<file path="src/design/assert_macros.svh">
// Assertion macros shared by the transcoder RTL.
// Each check is clocked on clk_i and is disabled while rst_ni is low.
`ifndef ASSERT_MACROS_SVH
`define ASSERT_MACROS_SVH

// Expression must hold on every clock edge out of reset.
`define ASSERT_ALWAYS(label, expr, msg) \
  label: assert property (@(posedge clk_i) disable iff (!rst_ni) (expr)) else $error(msg);

// Consequent must hold whenever the antecedent holds.
`define ASSERT_IMPLIES(label, ante, cons, msg) \
  label: assert property (@(posedge clk_i) disable iff (!rst_ni) (ante) |-> (cons)) \
    else $error(msg);

`endif

</file>
<file path="src/design/u2u8_pkg.sv">
// Shared types and helpers for the UTF-16 to UTF-8 transcoder.
// Used by the front end, the command queue, the back end and the top level.
package u2u8_pkg;

  localparam int unsigned UnitWidth = 16;
  localparam int unsigned CpWidth   = 21;
  localparam int unsigned FifoDepth = 2;

  typedef enum logic [1:0] {
    KIND_DATA  = 2'd0,
    KIND_END   = 2'd1,
    KIND_ERROR = 2'd2
  } kind_e;

  // One decoded code point, or an end / error marker, waiting to be sent.
  typedef struct packed {
    kind_e               kind;
    logic [1:0]          last_idx;  // byte count minus one
    logic [CpWidth-1:0]  cp;
  } cmd_t;

  // UTF-8 byte number idx of a code point encoded in last_idx+1 bytes.
  function automatic logic [7:0] utf8_byte(input logic [CpWidth-1:0] cp,
                                           input logic [1:0] last_idx,
                                           input logic [1:0] idx);
    logic [7:0] b;
    b = 8'h00;
    case (last_idx)
      2'd0: b = {1'b0, cp[6:0]};
      2'd1: begin
        case (idx)
          2'd0:    b = {3'b110, cp[10:6]};
          default: b = {2'b10, cp[5:0]};
        endcase
      end
      2'd2: begin
        case (idx)
          2'd0:    b = {4'b1110, cp[15:12]};
          2'd1:    b = {2'b10, cp[11:6]};
          default: b = {2'b10, cp[5:0]};
        endcase
      end
      default: begin
        case (idx)
          2'd0:    b = {5'b11110, cp[20:18]};
          2'd1:    b = {2'b10, cp[17:12]};
          2'd2:    b = {2'b10, cp[11:6]};
          default: b = {2'b10, cp[5:0]};
        endcase
      end
    endcase
    return b;
  endfunction

endpackage

</file>
<file path="src/design/utf16_to_utf8_transcoder.sv">
// UTF-16 to UTF-8 transcoder, top level: front end, command queue, back end.
// Depends on u2u8_pkg, u2u8_front, u2u8_fifo and u2u8_back.

// One UTF-16 code unit enters per transfer and leaves as one to four result
// transfers, one per UTF-8 byte, with tlast on the final result of that unit.
// A zero unit ends the string with an end marker (tuser = 1); a lone low
// surrogate or an unpaired high surrogate gives one error result (tuser = 2),
// after which units are dropped up to and including the next zero. A high
// surrogate right before the zero gives the error result instead of the end
// marker. A high surrogate alone gives no result until its partner comes.
// The input side takes a unit every cycle while the two-entry command queue
// has room; the output register sends one result per cycle while the
// receiver is ready.
module utf16_to_utf8_transcoder (
  input  logic        clk_i,
  input  logic        rst_ni,
  input  logic        s_axis_tvalid,
  output logic        s_axis_tready,
  input  logic [15:0] s_axis_tdata,   // [15:0] code_unit
  output logic        m_axis_tvalid,
  input  logic        m_axis_tready,
  output logic [7:0]  m_axis_tdata,   // [7:0] out_byte
  output logic [1:0]  m_axis_tuser,   // [1:0] kind
  output logic        m_axis_tlast    // last_of_item
);

  logic           fifo_full, push, pop, cmd_valid;
  u2u8_pkg::cmd_t push_cmd, pop_cmd;

  u2u8_front u_front (
    .clk_i       (clk_i),
    .rst_ni      (rst_ni),
    .in_valid_i  (s_axis_tvalid),
    .in_ready_o  (s_axis_tready),
    .in_unit_i   (s_axis_tdata),
    .fifo_full_i (fifo_full),
    .push_o      (push),
    .cmd_o       (push_cmd)
  );

  u2u8_fifo u_fifo (
    .clk_i   (clk_i),
    .rst_ni  (rst_ni),
    .push_i  (push),
    .wdata_i (push_cmd),
    .full_o  (fifo_full),
    .pop_i   (pop),
    .valid_o (cmd_valid),
    .rdata_o (pop_cmd)
  );

  u2u8_back u_back (
    .clk_i       (clk_i),
    .rst_ni      (rst_ni),
    .cmd_valid_i (cmd_valid),
    .cmd_i       (pop_cmd),
    .pop_o       (pop),
    .out_valid_o (m_axis_tvalid),
    .out_ready_i (m_axis_tready),
    .out_byte_o  (m_axis_tdata),
    .out_kind_o  (m_axis_tuser),
    .out_last_o  (m_axis_tlast)
  );

endmodule

</file>
<file path="src/design/u2u8_front.sv">
// Front end: accepts UTF-16 code units, pairs surrogates, tracks the error
// drop state and pushes byte-emission commands. Depends on u2u8_pkg.
`include "assert_macros.svh"

module u2u8_front (
  input  logic                            clk_i,
  input  logic                            rst_ni,
  input  logic                            in_valid_i,
  output logic                            in_ready_o,
  input  logic [u2u8_pkg::UnitWidth-1:0]  in_unit_i,
  input  logic                            fifo_full_i,
  output logic                            push_o,
  output u2u8_pkg::cmd_t                  cmd_o
);

  logic       pending_q, pending_d;
  logic [9:0] high_q, high_d;
  logic       discard_q, discard_d;

  logic accept;
  logic is_zero, is_high, is_low;
  logic has_result;

  assign in_ready_o = !fifo_full_i;
  assign accept     = in_valid_i && in_ready_o;

  assign is_zero = (in_unit_i == 16'h0000);
  assign is_high = (in_unit_i[15:10] == 6'b110110);
  assign is_low  = (in_unit_i[15:10] == 6'b110111);

  always_comb begin
    pending_d     = pending_q;
    high_d        = high_q;
    discard_d     = discard_q;
    has_result    = 1'b0;
    cmd_o.kind    = u2u8_pkg::KIND_ERROR;
    cmd_o.last_idx = 2'd0;
    cmd_o.cp      = '0;

    if (discard_q) begin
      // drop everything up to the terminating zero
      if (is_zero) discard_d = 1'b0;
    end else if (pending_q) begin
      pending_d  = 1'b0;
      has_result = 1'b1;
      if (is_low) begin
        cmd_o.kind     = u2u8_pkg::KIND_DATA;
        cmd_o.last_idx = 2'd3;
        cmd_o.cp       = {1'b0, high_q, in_unit_i[9:0]} + 21'h10000;
      end else if (!is_zero) begin
        discard_d = 1'b1;
      end
    end else if (is_zero) begin
      has_result = 1'b1;
      cmd_o.kind = u2u8_pkg::KIND_END;
    end else if (is_high) begin
      pending_d = 1'b1;
      high_d    = in_unit_i[9:0];
    end else if (is_low) begin
      has_result = 1'b1;
      discard_d  = 1'b1;
    end else begin
      has_result = 1'b1;
      cmd_o.kind = u2u8_pkg::KIND_DATA;
      cmd_o.cp   = {5'd0, in_unit_i};
      if (in_unit_i[15:7] == 9'd0) begin
        cmd_o.last_idx = 2'd0;
      end else if (in_unit_i[15:11] == 5'd0) begin
        cmd_o.last_idx = 2'd1;
      end else begin
        cmd_o.last_idx = 2'd2;
      end
    end
  end

  assign push_o = accept && has_result;

  always_ff @(posedge clk_i or negedge rst_ni) begin
    if (!rst_ni) begin
      pending_q <= 1'b0;
      high_q    <= '0;
      discard_q <= 1'b0;
    end else if (accept) begin
      pending_q <= pending_d;
      high_q    <= high_d;
      discard_q <= discard_d;
    end
  end

  `ASSERT_ALWAYS(a_no_pending_while_drop, !(pending_q && discard_q), "pending while dropping")
  `ASSERT_IMPLIES(a_push_needs_room, push_o, !fifo_full_i, "push into a full queue")

endmodule

</file>
<file path="src/design/u2u8_fifo.sv">
// Two-entry command queue between front end and back end.
// Register based, one push and one pop per cycle. Depends on u2u8_pkg.
`include "assert_macros.svh"

module u2u8_fifo (
  input  logic           clk_i,
  input  logic           rst_ni,
  input  logic           push_i,
  input  u2u8_pkg::cmd_t wdata_i,
  output logic           full_o,
  input  logic           pop_i,
  output logic           valid_o,
  output u2u8_pkg::cmd_t rdata_o
);

  u2u8_pkg::cmd_t mem_q [u2u8_pkg::FifoDepth];
  logic           wr_ptr_q, rd_ptr_q;
  logic [1:0]     count_q, count_d;
  logic           do_push, do_pop;

  assign full_o  = (count_q == 2'(u2u8_pkg::FifoDepth));
  assign valid_o = (count_q != 2'd0);
  assign rdata_o = mem_q[rd_ptr_q];
  assign do_push = push_i && !full_o;
  assign do_pop  = pop_i && valid_o;

  always_comb begin
    count_d = count_q;
    if (do_push && !do_pop) count_d = count_q + 2'd1;
    if (!do_push && do_pop) count_d = count_q - 2'd1;
  end

  always_ff @(posedge clk_i) begin
    if (do_push) mem_q[wr_ptr_q] <= wdata_i;
  end

  always_ff @(posedge clk_i or negedge rst_ni) begin
    if (!rst_ni) begin
      wr_ptr_q <= 1'b0;
      rd_ptr_q <= 1'b0;
      count_q  <= 2'd0;
    end else begin
      if (do_push) wr_ptr_q <= !wr_ptr_q;
      if (do_pop)  rd_ptr_q <= !rd_ptr_q;
      count_q <= count_d;
    end
  end

  `ASSERT_ALWAYS(a_count_bound, count_q <= 2'(u2u8_pkg::FifoDepth), "queue count overflow")
  `ASSERT_IMPLIES(a_empty_ptrs, count_q == 2'd0, wr_ptr_q == rd_ptr_q, "pointers differ when empty")

endmodule

</file>
<file path="src/design/u2u8_back.sv">
// Back end: takes commands from the queue and sends one result per cycle,
// while the receiver is ready, through an output register. Depends on u2u8_pkg.
`include "assert_macros.svh"

module u2u8_back (
  input  logic           clk_i,
  input  logic           rst_ni,
  input  logic           cmd_valid_i,
  input  u2u8_pkg::cmd_t cmd_i,
  output logic           pop_o,
  output logic           out_valid_o,
  input  logic           out_ready_i,
  output logic [7:0]     out_byte_o,
  output logic [1:0]     out_kind_o,
  output logic           out_last_o
);

  logic           busy_q;
  u2u8_pkg::cmd_t cmd_q;
  logic [1:0]     idx_q;
  logic           oval_q;
  logic [7:0]     obyte_q, obyte_d;
  logic [1:0]     okind_q;
  logic           olast_q;

  logic out_free, at_last, emit;

  assign out_free = !oval_q || out_ready_i;
  assign at_last  = (idx_q == cmd_q.last_idx);
  assign emit     = busy_q && out_free;
  assign pop_o    = cmd_valid_i && (!busy_q || (emit && at_last));

  always_comb begin
    if (cmd_q.kind == u2u8_pkg::KIND_DATA) begin
      obyte_d = u2u8_pkg::utf8_byte(cmd_q.cp, cmd_q.last_idx, idx_q);
    end else begin
      obyte_d = 8'h00;
    end
  end

  always_ff @(posedge clk_i or negedge rst_ni) begin
    if (!rst_ni) begin
      busy_q <= 1'b0;
      idx_q  <= 2'd0;
      oval_q <= 1'b0;
    end else begin
      if (pop_o) begin
        busy_q <= 1'b1;
        idx_q  <= 2'd0;
      end else if (emit) begin
        if (at_last) busy_q <= 1'b0;
        idx_q <= idx_q + 2'd1;
      end
      if (out_free) oval_q <= busy_q;
    end
  end

  always_ff @(posedge clk_i) begin
    if (pop_o) cmd_q <= cmd_i;
    if (emit) begin
      obyte_q <= obyte_d;
      okind_q <= cmd_q.kind;
      olast_q <= at_last;
    end
  end

  assign out_valid_o = oval_q;
  assign out_byte_o  = obyte_q;
  assign out_kind_o  = okind_q;
  assign out_last_o  = olast_q;

  `ASSERT_IMPLIES(a_idx_in_range, busy_q, idx_q <= cmd_q.last_idx, "byte index past end")
  `ASSERT_IMPLIES(a_marker_single, busy_q && cmd_q.kind != u2u8_pkg::KIND_DATA,
                  cmd_q.last_idx == 2'd0, "marker with several bytes")

endmodule

</file>
<file path="config.mk">
export PLATFORM = sky130hd
export DESIGN_NAME = utf16_to_utf8_transcoder
export DESIGN_NICKNAME = d
export VERILOG_FILES = /design/src/design/u2u8_pkg.sv /design/src/design/utf16_to_utf8_transcoder.sv /design/src/design/u2u8_front.sv /design/src/design/u2u8_fifo.sv /design/src/design/u2u8_back.sv
export VERILOG_INCLUDE_DIRS = /design/src /design/src/design
export SDC_FILE = /design/constraint.sdc
export NUM_CORES = 1
export LEC_CHECK = 0
export ABC_AREA = 1
export BUFFER_PORTS_ARGS = -buffer_cell sky130_fd_sc_hd__buf_2
export CAP_MARGIN = 20
export CORE_MARGIN = 2
export CORE_UTILIZATION = 30
export DETAILED_ROUTE_END_ITERATION = 16
export PLACE_DENSITY_LB_ADDON = 0.3
export SYNTH_ARGS = -nofsm -noshare
export SYNTH_HDL_FRONTEND = slang
export SYNTH_SLANG_ARGS = --single-unit
</file>
<file path="constraint.sdc">
create_clock -name clk_i -period 3.9 [get_ports clk_i]
set_clock_uncertainty 0.15 [all_clocks]
set_input_delay 1.17 -clock clk_i [delete_from_list [all_inputs] [get_ports clk_i]]
set_output_delay 1.17 -clock clk_i [all_outputs]
set_load 0.1 [all_outputs]
</file>
## Yosys cells after proc, flatten, opt, wreduce, memory -nomap -nowiden

Memory sizes are Yosys's and may differ from the RTL's. A register that Yosys moved wholly into a read port is not among the register bits.
Cells that the tools add are included.

| cells by class | value |
|---|---|
| add/subtract/negate cells | 4 |
| bitwise operators | 3 |
| reductions and logical operators | 31 |
| muxes and demuxes | 36 |
| multiply operators | 0 |
| eq/ne operators | 8 |
| div/mod/pow operators | 0 |
| shift operators | 0 |
| $lt $le $gt $ge | 0 |

Operators by type and width:

| kind | number |
|---|---|
| 25-bit two-way mux | 5 |
| 8-bit case mux with 3 select lines | 1 |
| 23-bit two-way mux | 1 |
| 20-bit by 17-bit adder with 21-bit output (second input constant) | 1 |
| 7-bit case mux with 3 select lines | 1 |
| 1-bit two-way mux | 19 |
| 16-bit logical NOT | 1 |
| 2-bit two-way mux | 7 |
| 7-bit case mux with 2 select lines | 1 |
| 6-bit == test (second input constant) | 2 |
| 1-bit logical AND | 9 |
| 9-bit logical NOT | 1 |
| 2-bit nonzero test | 4 |
| 1-bit logical NOT | 7 |
| 7-bit two-way mux | 1 |
| 2-bit == test (second input constant) | 3 |
| 2-bit logical NOT | 3 |
| 5-bit logical NOT | 1 |
| 5-bit AND reduction | 1 |
| 2-bit by 1-bit adder with 2-bit output (second input constant) | 2 |
| 2-bit by 1-bit == test with 1-bit output (second input constant) | 2 |
| 2-bit AND reduction | 2 |
| 1-bit inverter | 3 |
| 2-bit == test | 1 |
| 2 further kinds | 3 |

| storage, ports and cells | value |
|---|---|
| word-level logic and storage cells | 95 |
| flip-flop bits (word level) | 31 |
| bits in writable memories | 50 |
| memory bits (read-only) | 0 |
| input port bits | 20 |
| output and inout bits | 13 |
| bits in latches | 0 |
| memories | 1 |

Memories:

| name | depth | width | read ports | clocked after Yosys merged registers in | wr ports | RTL line | RTL |
|---|---|---|---|---|---|---|---|
| u_fifo.mem_q | 2 | 25 | 1 | 1 | 1 | u2u8_fifo.sv:16 | `u2u8_pkg::cmd_t mem_q [u2u8_pkg::FifoDepth];` |

## Logic depth before layout (Yosys ltp)

| logic depth | value |
|---|---|
| depth after elaboration | 11 |
| mapped depth | 11 |
| mapped depth without buffers | 11 |

## Hierarchy

Synthesis repeated with hierarchy kept, for this count alone.

| unflattened totals | value |
|---|---|
| cell total of the unflattened synthesis | 569 |
| area total of the unflattened synthesis | 5,232.5 um^2 |

By module, submodules not included:

| module | times used | sequential area each (um^2) | cells each | area an instance (um^2) |
|---|---|---|---|---|
| u2u8_fifo | 1 | 1,601.5 | 162 | 2,072.0 |
| u2u8_back | 1 | 1,181.1 | 209 | 1,966.9 |
| u2u8_front | 1 | 300.3 | 198 | 1,193.6 |

## Worst setup path before layout

No wires, ideal clock.

| path | value |
|---|---|
| path type | input -> register |
| start point | in s_axis_tdata[14] |
| end point | mem u_fifo.mem_q[1][0] (netlist name) (enable) |
| setup slack | 0.755 ns |
| path buffers | 0 |
| setup time | 0.407 ns |
| arrival time | 2.588 ns |
| cell stages on the path | 5 |
| required time | 3.343 ns |
| path through | nand2_1 > inv_2 > nand3_2 > o21ai_2 > nor2_1 |

| on the way | value |
|---|---|
| longest elaborated chain between the ends | 9 |
| elaborated cells between the ends (all ways) | 10 |
| classes of those cells | eq/ne (1); mux (6); reduce/logical (3) |

Ends and longest elaborated chain:

| what | RTL line | RTL |
|---|---|---|
| start: declaration | utf16_to_utf8_transcoder.sv:19 | `input logic [15:0] s_axis_tdata,` |
| 6-bit == test | u2u8_front.sv:28 | `assign is_high = (in_unit_i[15:10] == 6'b110110);` |
| 1-bit two-way mux | u2u8_front.sv:56 | `end else if (is_high) begin` |
| 1-bit two-way mux * | u2u8_front.sv:53 | `end else if (is_zero) begin` |
| 1-bit two-way mux * | u2u8_front.sv:43 | `end else if (pending_q) begin` |
| 1-bit two-way mux * | u2u8_front.sv:40 | `if (discard_q) begin` |
| 1-bit logical AND * | u2u8_front.sv:76 | `assign push_o = accept && has_result;` |
| 1-bit logical AND * | u2u8_fifo.sv:24 | `assign do_push = push_i && !full_o;` |
| 1-bit two-way mux * | u2u8_fifo.sv:34 | `if (do_push) mem_q[wr_ptr_q] <= wdata_i;` |
| 1-bit two-way mux (not written as such) * | u2u8_fifo.sv:34 |  |
| end: declaration | u2u8_fifo.sv:16 |  |

Every way passes the cells marked *; elsewhere a longest branch is shown, timed or not.

## Worst setup path after layout

| path | value |
|---|---|
| start point | in s_axis_tdata[13] |
| end point | reg u_fifo.count_q[1] |

| on the way | value |
|---|---|
| longest elaborated chain between the ends | 10 |
| elaborated cells between the ends (all ways) | 13 |
| classes of those cells | eq/ne (1); mux (5); reduce/logical (7) |

Ends and longest elaborated chain:

| what | RTL line | RTL |
|---|---|---|
| 6-bit == test | u2u8_front.sv:28 |  |
| 1-bit two-way mux | u2u8_front.sv:56 |  |
| 1-bit two-way mux * | u2u8_front.sv:53 |  |
| 1-bit two-way mux * | u2u8_front.sv:43 |  |
| 1-bit two-way mux * | u2u8_front.sv:40 |  |
| 1-bit logical AND * | u2u8_front.sv:76 |  |
| 1-bit logical AND * | u2u8_fifo.sv:24 |  |
| 1-bit logical NOT | u2u8_fifo.sv:30 | `if (!do_push && do_pop) count_d = count_q - 2'd1;` |
| 1-bit logical AND | u2u8_fifo.sv:30 |  |
| 2-bit two-way mux or 2-bit nonzero test (tied branches) | - |  |
| end signal: assignment | u2u8_fifo.sv:45 | `count_q <= count_d;` |
| end: declaration | u2u8_fifo.sv:18 | `logic [1:0] count_q, count_d;` |

Marks and branches as above.
A chain may end at the register's enable or synchronous reset.

==> out/metrics.csv <==
metric;value;unit
status;finished, final reports clean;
r2r_start;u_back.idx_q[0];
diodes;0;
syn-num-nets;564;
fmax;0.377;GHz
cp-startpoint;s_axis_tdata[13];
fin_ws;1.25;ns
detail_route.wl_per_cell;12.8;um
tightest_slew;0.704;ns
setup_tns;0;ns
fin_hold_ws;0.313;ns
die-area;18000;um2
slew_violations;0;
final-setup-viol-count;0;
ctsResizeCount;0;
reg2reg_to;u_back.out_byte_o[1];
drcViolationCount;0;
portBuffers;32;
fin_area;5750;um2
crit_buf_inv;1;
worstSetupPathType;in -> reg;
yosysTopAreaCellShare;0.508;
grt_pass1_vias;3346;
combPwrFrac;0.363;
required;3.97;ns
power_density;701;nW/um2
syn-cell-area;5080;um2
clk_path_buf_depth;2;
place_area;5450;um2
hp-start;u_back.cmd_q[24];
vias_per_cell;4.48;
htreeDepth;3;
cts_hold_buf;0;
p_leak;2.44;nW
period_needed;2.65;ns
relSlewSlack;0.531;
hold_viol;0;
crit_path_end_kind;flop;
clkSinkCount;106;
synth_largest_area_cell;edfxtp_1;
core_region_area;16600;um2
dp_hpwl;7.43;mm
synth_cell_types;32;
ys_ff_latch;106;
drt_first_iter_violations;327;
layout-drive-gt1-share;0.154;
root_buffer;clkbuf_16;
cp-start-kind;input pin;
swShare;0.409;
grt_pass1_wl;16.6;mm
yosysSeqAreaShare;0.606;
grt_overflow;0;
period_share;0.681;
die_y;134;um
grt_max_degree;28;
rsz0062_at_grt;false;
synth_cells;537;
p_seq_frac;0.414;
p_int;0.00238;W
async_flop_share;0.189;
endpoint;u_fifo.count_q[1];
grtUsageTotal;0.118;
dp_slack;0.878;ns
total_power;0.00403;W
drt-pass1-iter-count;5;
cts-buffers-inserted;9;
synth-warning-count;0;
core.rowCount;47;
path_depth;8;
ant_nets;0;
post_cts_buffers;0;
area_delta_synth_final;13.1;%
wirelength;10.1;mm
worstPathArrival;2.72;ns
crit_path_max_incr_delay;0.31;ns
critPathTopFamily;compound AO/OA/AOI/OAI gates;
hold_class;reg -> reg;
p_sw;0.00165;W
die_w;134;um
cts_tree;yes;
num-nets-final;594;
via_count;3545;
synth_area_leaders;edfxtp_1 51%, nand2_1 14%, dfrtp_1 9.8%;
initial_core_util;0.307;
critPathSlowestCell;o21ai_2;
ff2ff_path_depth;7;
synth_edf_count;86;
boundaryPins;33;
maxCapViolCount;0;
antenna_found_initial;0;
path_max_fanout;12;
gp_congestion;0.883;
syn_avg_cell_area;9.47;um2
clock_latency;0.34;ns
reg2reg_slack;1.56;ns
yosys_most_used_dff;edfxtp_1;
p_clk_frac;0.223;
clk_pin_slew;0.07;ns
path_cells;buf_2 > nor2_4 > nand3_2 > o21ai_2 > ha_1 > a21oi_1 > o21ai_0 > xor2_1;
irDropWorstVdd;0.524;mV
==> synth_stat cells (4+ instances only) <==
master    number
o21ai_0        9
inv_1         37
buf_2          7
nor2_2         4
edfxtp_1      86
buf_6          5
or2_0          4
dfrtp_1       20
o211ai_1       4
ha_1           7
o21ai_2       11
inv_2          9
nand2_2        4
clkbuf_1       6
o21ai_1       15
nand2_1      189
a21oi_1       11
nand3_1       34
nand4_1        6
nor2_1        52
==> worst min-delay path by stage <==
stage / endpoint / slack, ns / cells after the start
floorplan: u_back.out_kind_o[1] / 0.27 / 0
global placement: u_front.high_q[1] / 0.31 / 2
detailed placement: u_back.out_kind_o[1] / 0.30 / 0
CTS: u_back.out_kind_o[1] / 0.32 / 0
global route: u_back.out_kind_o[1] / 0.32 / 0
finish: u_back.out_kind_o[1] / 0.31 / 0
==> per-stage QoR <==
stage | util | cells
2_1_floorplan | - | 537
6_report | 0.347 | 792
4_1_cts | 0.347 | 792
3_3_place_gp | 0.329 | 776
3_5_place_dp | 0.329 | 776
5_1_grt | 0.347 | 792
==> flip-flops by register name, summed over array words and instances (netlist names) <==
signal / cells
u_back.out_last_o: 1
u_back.out_kind_o: 2
u_back.out_byte_o: 8
u_front.high_q: 10
u_back.out_valid_o: 1
u_back.busy_q: 1
u_front.pending_q: 1
u_back.idx_q: 2
u_front.discard_q: 1
u_back.cmd_q: 25
u_fifo.wr_ptr_q: 1
u_fifo.mem_q: 50
u_fifo.count_q: 2
u_fifo.rd_ptr_q: 1
==> area by class of cell <==
type / count / area [um2]
sequential: 106 / 3080
clock inverter: 7 / 73.8
tap: 220 / 275
clock buffer: 9 / 225
multi-input combinational: 365 / 1710
fill: 1714 / 10800
inverter: 47 / 176
timing repair buffer: 38 / 205
==> logic make-up (layout without fill, tap and decap cells) <==
kind of cell	count (synthesis)	count (layout)	share of synthesized area
AOI/OAI and AO/OA	51	51	0.0605
xor gates and xnor gates	4	4	0.00689
adders and majority gates	7	7	0.0172
buffers and inverters	66	101	0.0578
DFF	106	106	0.606
and+or+nand+nor	303	303	0.251
==> power groups by stage <==
| stage | registers, W | logic, W | clock network (W) |
|---|---|---|---|
| after CTS | 0.00167 | 0.00147 | 0.000935 |
| after global routing | 0.00170 | 0.00162 | 0.000975 |
| after detailed placement | 0.00170 | 0.00147 | 0 |
| after global placement | 0.00169 | 0.00145 | 0 |
| after floorplan | 0.00202 | 0.000811 | 0 |
| final | 0.00167 | 0.00146 | 0.000899 |
==> cell usage in the layout, fill, tap and decap left out, types with 3 or more instances in the layout <==
cell / instances
nand2_1: 189
edfxtp_1: 86
nor2_1: 51
inv_1: 37
nand3_1: 34
buf_2: 32
dfrtp_1: 20
o21ai_1: 15
a21oi_1: 11
o21ai_2: 11
inv_2: 9
o21ai_0: 9
clkbuf_16: 9
ha_1: 7
nand4_1: 6
buf_4: 6
nor2_2: 5
nand2_2: 4
or2_0: 4
o211ai_1: 4
inv_6: 3
==> routing by layer <==
layer / track usage / part of all wire / vias to the layer above
met2: 0.179 / 0.45 / 113
li1: - / - / 1822
met3: 0.0272 / 0.051 / 14
met5: 0 / 0 / -
met4: 0.0415 / 0.016 / 0
met1: 0.165 / 0.49 / 1596
(Power assumes the default switching activity.)
